`src/rtl/text_glyph_layout_aligner_defines.svh`:
```
// assertion macros for the text glyph layout aligner
// used by the top level; expects clk and rst_n in scope
`ifndef TEXT_GLYPH_LAYOUT_ALIGNER_DEFINES_SVH
`define TEXT_GLYPH_LAYOUT_ALIGNER_DEFINES_SVH

// same-cycle implication
`define TGLA_ASSERT(label, ante, cons, msg) \
  label: assert property (@(posedge clk) disable iff (!rst_n) (ante) |-> (cons)) \
    else $error(msg);

// next-cycle implication
`define TGLA_ASSERT_NEXT(label, ante, cons, msg) \
  label: assert property (@(posedge clk) disable iff (!rst_n) (ante) |=> (cons)) \
    else $error(msg);

`endif

```
`src/rtl/tgla_pkg.sv`:
```
// shared types and constants of the text glyph layout aligner
// no dependencies
`default_nettype none

package tgla_pkg;

  localparam int POS_W         = 20;
  localparam int CHAR_W        = 7;
  localparam int SLOT_W        = 7;
  localparam int GLYPH_ENTRIES = 95;
  localparam int CFG_W         = 16;
  localparam int CFG_IDX_W     = 3;

  localparam logic OP_LOAD = 1'b0;
  localparam logic OP_CHAR = 1'b1;

  localparam logic [7:0] CHAR_NUL     = 8'd0;
  localparam logic [7:0] CHAR_NEWLINE = 8'd10;
  localparam logic [7:0] CHAR_FIRST   = 8'd32;
  localparam logic [7:0] CHAR_LAST    = 8'd126;

  localparam logic [CFG_IDX_W-1:0] CFG_ORIGIN_X   = 3'd0;
  localparam logic [CFG_IDX_W-1:0] CFG_ORIGIN_Y   = 3'd1;
  localparam logic [CFG_IDX_W-1:0] CFG_ALIGN_H    = 3'd2;
  localparam logic [CFG_IDX_W-1:0] CFG_ALIGN_V    = 3'd3;
  localparam logic [CFG_IDX_W-1:0] CFG_LINE_PITCH = 3'd4;
  localparam logic [CFG_IDX_W-1:0] CFG_LINE_COUNT = 3'd5;

  typedef struct packed {
    logic [7:0]        advance;
    logic signed [7:0] offset_y;
    logic signed [7:0] offset_x;
  } glyph_t;

  typedef struct packed {
    logic signed [POS_W-1:0] x;
    logic signed [POS_W-1:0] y;
    logic [CHAR_W-1:0]       c;
  } place_t;

  typedef struct packed {
    logic shift;
    logic load;
  } cell_ctl_t;

endpackage

`default_nettype wire

```
`src/rtl/tgla_cell.sv`:
```
// one line buffer cell: holds a placed glyph, loads from placement, shifts from its neighbor
// depends on tgla_pkg
`default_nettype none

module tgla_cell import tgla_pkg::*; (
  input  wire logic      clk,
  input  wire cell_ctl_t ctl,
  input  wire place_t    load_data,
  input  wire place_t    next_data,
  output place_t         data
);

  place_t data_r;

  always_ff @(posedge clk) begin
    if (ctl.shift) begin
      data_r <= next_data;
    end else if (ctl.load) begin
      data_r <= load_data;
    end
  end

  assign data = data_r;

endmodule

`default_nettype wire

```
`config.mk`:
```
export PLATFORM = sky130hd
export DESIGN_NAME = tgla_cell
export DESIGN_NICKNAME = d
export VERILOG_FILES = /design/src/rtl/text_glyph_layout_aligner_defines.svh /design/src/rtl/tgla_pkg.sv /design/src/rtl/tgla_cell.sv
export SDC_FILE = /design/constraint.sdc
export NUM_CORES = 1
export LEC_CHECK = 0
export BUFFER_PORTS_ARGS = -buffer_cell sky130_fd_sc_hd__buf_2
export CORE_UTILIZATION = 44
export CTS_CLUSTER_DIAMETER = 120
export DETAILED_ROUTE_END_ITERATION = 6
export GPL_ROUTABILITY_DRIVEN = 0
export HOLD_SLACK_MARGIN = 0.05
export PLACE_DENSITY_LB_ADDON = 0.12
export SLEW_MARGIN = 5
export SYNTH_ARGS = -nofsm -noshare
export SYNTH_HDL_FRONTEND = slang
export SYNTH_SLANG_ARGS = --single-unit
```
`constraint.sdc`:
```
create_clock -name clk -period 3.52 [get_ports clk]
set_input_delay 0.88 -clock clk [delete_from_list [all_inputs] [get_ports clk]]
set_output_delay 0.88 -clock clk [all_outputs]
set_load 0.03 [all_outputs]
```
==> results of run 1 <==
[logic make-up after synthesis]
logic type / Yosys count
DFF: 47
muxes: 47
buffers and inverters: 5
and+or+nand+nor: 1
[stage by stage]
stage	cell area (sq um)	hold slack, ns
final	2910	0.880
after global placement	2830	1.18
after CTS	2910	0.869
after global routing	2910	0.862
after detailed placement	2830	1.18
after floorplan	2060	1.10
[cell usage after synthesis (all sizes together)]
cell,instances
mux2,47
buf,5
edfxtp,47
or2,1
[cell type report]
| type | count | share of cell area, % |
|---|---|---|
| Timing Repair Buffer | 145 | 25.6 |
| Sequential cell | 47 | 48.6 |
| Multi-Input combinational cell | 48 | 20.9 |
| Tap cell | 52 | 2.24 |
| Clock buffer | 6 | 2.50 |
| Clock inverter | 2 | 0.258 |
[how the worst max path moves through the flow]
stage | start | endpoint | slack (ns) | depth (start not counted)
after floorplan | ctl[1] | data[0] | 0.86 | 3
after global placement | ctl[1] | data[46] | 1.32 | 3
after detailed placement | ctl[1] | data[12] | 1.29 | 3
after CTS | ctl[1] | data[12] | 1.62 | 3
after global routing | ctl[1] | data[45] | 1.59 | 3
final | ctl[1] | data[12] | 1.61 | 3
[power groups by stage]
stage	combinational (mW)	clock (mW)	sequential (mW)
after floorplan	0.0753	0	0.845
after global placement	0.320	0	0.711
after detailed placement	0.322	0	0.713
after CTS	0.322	0.318	0.700
after global routing	0.337	0.341	0.705
final	0.318	0.300	0.699
[layer usage]
layer | GRT usage (%) | routed length (um) | vias up
met3 | 7.22 | 428 | 9
met4 | 8.00 | 92 | 0
li1 | - | - | 686
met2 | 31.3 | 2080 | 88
met1 | 16.9 | 1510 | 604
met5 | 0 | 0 | -
==> summary.txt, run 1 <==
Run status
  • Status: complete, no violations

CTS
  • Cts bufs inserted: 5
  • Root buf cell: clkbuf_8
  • Hold-fix buffers, CTS: 0
  • Postcts setup bufs: 0
  • Post-CTS Resized: 0
  • Clk buf depth: 2
  • Worst-path clk slew: about 0.08 ns
  • CTS H-tree depth: 2
  • CTS tree: yes
  • Clk sinks: 47

Place
  • Dpl cells: between 200 and 300
  • Pre-CTS WS: roughly 1.3 ns
  • Port-buffer cells: 143
  • Dpl hpwl: 3040 um

Layout
  • Fin util: ~66%
  • Max reg flops: 47
  • Most common cell after layout, fill and taps aside: buf_2
  • Register Area: 0.00141 sq mm
  • Layout cells sized above 1: about 80%
  • Multi-input combinational cell area: 607 sq um
  • Antenna diode count: 0
  • Finished Layout Cells: 300
  • Area Overhead vs Synth: 41.0%
  • Most frequent cells in the layout: buf_2 (143), edfxtp_1 (47), mux2_2 (28)
  • Nets: 344
  • Filler Cell Count: between 300 and 400

Floorplanning
  • Die Ht: slightly above 70 um
  • Core Region: 0.00441 sq mm
  • Row cnt: 24
  • IO Count: 144
  • Die Area: between 0.004 and 0.005 sq mm
  • Starting Density: 46.7%
  • Die W: 70.5 um

Synth
  • Mean Syn Cell Area: 20.6 sq um
  • Post-synth net total: around 200
  • Mux contribution to synthesized area: 29.1%
  • Cell area after synthesis: around 0.0021 sq mm
  • XOR/XNOR share of the synthesized area: 0%
  • Largest family of logic cells by synthesized area: multiplexers
  • Synth top area share: 68.4%
  • Cell taking the most area after synthesis: edfxtp_1
  • Post-Synth Simple-Gate Area: 0.303%
  • Syn Inst Count: 100
  • Main area contributors after synthesis: edfxtp_1 (68%), mux2_2 (15%), mux2_4 (14%)
  • Flip-flop and latch count after synthesis: 47
  • Total of warnings raised by yosys: 0
  • Distinct cell type count after synthesis: 6
  • Synth Area in Compound Gates: 0%
  • Post-synthesis sequential area ratio: between 60% and 70%
  • Post-synthesis adder-cell area fraction: 0%

Power and ir drop
  • Seq pwr share: 53.1%
  • Logic pwr share: 24.2%
  • P_int: 0.950 mW
  • Switching pwr: 0.368 mW
  • Clock power share: a little under a quarter
  • VDD IR max: between 0.0002 and 0.0003 V
  • Power, Total: 1.32 mW
  • Net Sw Frac: 27.9%
  • PD cells: ~450 mW/mm^2
  • P_leak: around 1.4 nW

Detailed routing
  • Vias: 1387
  • DRC: 0
  • Final wirelength: ~4000 um
  • Starting DRT DRC Count: 58
  • DRT Pass-1 Iters: 2
  • Final ANT Viol Nets: 0
  • Wire per inst: approximately 14 um
  • Post-DR vias/cell: 4.62

Min path
  • Worst hold path class: in2reg
  • Hold Path Origin: load_data[5]
  • WHS Endpoint: data[5]
  • WHS Path Cells: 2

Timing
  • Max Freq: ~520 MHz
  • Relative slew slack: 54.3%
  • Final period utilization: 54.3%
  • RSZ-0062 raised after global routing: false
  • Fin. max-slew vios: 0
  • Slew at the pin closest to its max-slew limit: 0.685 ns
  • Final min period: 1.91 ns
  • Final setup violation count: 0
  • Final setup TNS: 0 ns
  • Final Hold Viols: 0
  • Min setup slack post-route: 1.61 ns

Setup path
  • Worst Path Buf+Inv: 2
  • CP startpoint kind: input pin
  • CP cell instances: buf_2 -> buf_4 -> mux2_2
  • Worst Path Class, Setup: in2reg
  • Critical-path maximum fanout: 47
  • Crit path largest cell delay: 0.53 ns
  • Setup crit end kind: flip-flop
  • Slowest CP cell: buf_4
  • Worst EP arrival: roughly 2.0 ns
  • Crit path required time: ~3.6 ns
  • Top delay family on crit path: buffers and inverters

Global route
  • Initial antenna violation count: 0
  • Global-route wire length before repair: between 6000 and 7000 um
  • Vias in the first global route: 1391
  • GRT Util Overall: 17.3%
  • Total congestion overflow: 0
  • Largest net degree at the start of global routing: 48

Flow run
  • Max-cap viol count: 0
Note: power is estimated with default switching activity, not from simulation.
==> inputs of run 2 (changes only) <==
--- a/config.mk
+++ b/config.mk
@@ -6,7 +6,7 @@
 export NUM_CORES = 1
 export LEC_CHECK = 0
 export BUFFER_PORTS_ARGS = -buffer_cell sky130_fd_sc_hd__buf_2
-export CORE_UTILIZATION = 44
+export CORE_UTILIZATION = 37
 export CTS_CLUSTER_DIAMETER = 120
 export DETAILED_ROUTE_END_ITERATION = 6
 export GPL_ROUTABILITY_DRIVEN = 0
==> constraint.sdc (replaced) <==
create_clock -name clk -period 1.6 [get_ports clk]
set_input_delay 0.4 -clock clk [delete_from_list [all_inputs] [get_ports clk]]
set_output_delay 0.4 -clock clk [all_outputs]
set_load 0.03 [all_outputs]
==> summary.txt, run 2 (synthesized netlist as in run 1, its figures left out) <==
Run status
  • Status: complete, no violations

Layout
  • Fin util: 55.7%
  • Register Area: between 0.001 and 0.0015 sq mm
  • Antenna diode count: 0
  • Finished Layout Cells: 317
  • Most common cell after layout, fill and taps aside: buf_2
  • Max reg flops: 47
  • Most frequent cells in the layout: buf_2 (143), edfxtp_1 (47), mux2_2 (28)
  • Multi-input combinational cell area: 609 sq um
  • Layout cells sized above 1: around 81%
  • Area Overhead vs Synth: 41.6%
  • Filler Cell Count: 442
  • Nets: 345
  • Design Area, Final: 0.00292 sq mm

Timing
  • Fin. max-slew vios: 0
  • Final setup violation count: 0
  • Final period utilization: 78.4%
  • Relative slew slack: a little under three fifths
  • Slew at the pin closest to its max-slew limit: 0.639 ns
  • Final Hold Viols: 0
  • Final min period: 1.25 ns
  • Max Freq: 797 MHz
  • Final setup TNS: 0 ns
  • RSZ-0062 raised after global routing: false

Floorplanning
  • Die Area: 0.00588 sq mm
  • IO Count: 144
  • Die Ht: 76.7 um
  • Starting Density: 39.4%
  • Core Region: 0.00524 sq mm
  • Die W: ~77 um
  • Row cnt: 26

Detailed routing
  • Starting DRT DRC Count: 37
  • Final wirelength: 4170 um
  • Vias: 1410
  • DRT Pass-1 Iters: 3
  • Post-DR vias/cell: about 4.4
  • Final ANT Viol Nets: 0
  • DRC: 0
  • Wire per inst: between 10 and 15 um

Setup path
  • Worst Path Class, Setup: reg2out
  • Top delay family on crit path: flip-flops
  • Crit path largest cell delay: ~0.38 ns
  • Crit path required time: approximately 1.2 ns
  • Slowest CP cell: edfxtp_1
  • Worst EP arrival: 0.85 ns
  • Setup crit end kind: output port
  • Critical-path maximum fanout: 1
  • CP cell instances: buf_2
  • CP startpoint kind: flip-flop
  • Worst Path Buf+Inv: 1

Power and ir drop
  • P_leak: 1.36 nW
  • VDD IR max: 0.000409 V
  • Power, Total: ~2.9 mW
  • PD cells: 989 mW/mm^2

Global route
  • Vias in the first global route: 1420
  • GRT Util Overall: 15.1%
  • Global-route wire length before repair: about 6900 um
  • Total congestion overflow: 0
  • Initial antenna violation count: 0
  • Largest net degree at the start of global routing: 48

CTS
  • Worst-path clk slew: 0.08 ns
  • Cts bufs inserted: 5
  • Postcts setup bufs: 0
  • CTS tree: yes
  • Root buf cell: clkbuf_8
  • Hold-fix buffers, CTS: 0
  • Post-CTS Resized: 0
  • Clk sinks: 47
  • Clk buf depth: 2
  • CTS H-tree depth: 2

Flow run
  • Max-cap viol count: 0

Min path
  • Hold Path Origin: load_data[42]
  • Worst hold path class: in2reg
  • WHS Path Cells: 2
  • WHS Endpoint: data[42]

Place
  • Dpl hpwl: between 3000 and 4000 um
  • Dpl cells: 311
  • Post-DP Area: 0.00285 sq mm
  • Port-buffer cells: 143
-- run 2: through the flow --
step | setup WS, ns | hold WS (ns)
after floorplan | 0.107 | 0.617
after global placement | 0.114 | 0.700
after global routing | 0.297 | 0.393
after detailed placement | 0.0905 | 0.704
final | 0.345 | 0.405
after CTS | 0.320 | 0.396
-- run 2: worst max-delay path by stage --
stage             start  endpoint  slack (ns)  cells past startpoint
6_report       data[29]  data[29]        0.35                      1
5_1_grt        data[24]  data[24]        0.30                      1
4_1_cts        data[29]  data[29]        0.32                      1
3_5_place_dp     ctl[1]  data[20]        0.09                      2
3_3_place_gp     ctl[1]  data[19]        0.11                      2
2_1_floorplan    ctl[1]   data[0]        0.11                      3
-- run 2: cell type report --
type	instances	area share, %
sequential	47	48.3
timing repair buffer	146	25.3
multi-input combinational	48	20.9
tap	70	3.00
clock buffer	6	2.49
-- run 2: layer usage --
layer  vias up  track usage [%]  part of all wire [%]
met5         -                0                     0
met4         0             4.04                  0.91
met3         6             5.60                    10
met2        90             25.5                    48
met1       628             18.1                    40
li1        686                -                     -
-- run 2: report_power, final --
| part | internal (mW) | leakage [nW] | switching (mW) |
|---|---|---|---|
| Clock | 0.292 | 0.0371 | 0.353 |
| Combinational | 0.280 | 0.846 | 0.425 |
| Sequential | 1.51 | 0.479 | 0.0272 |
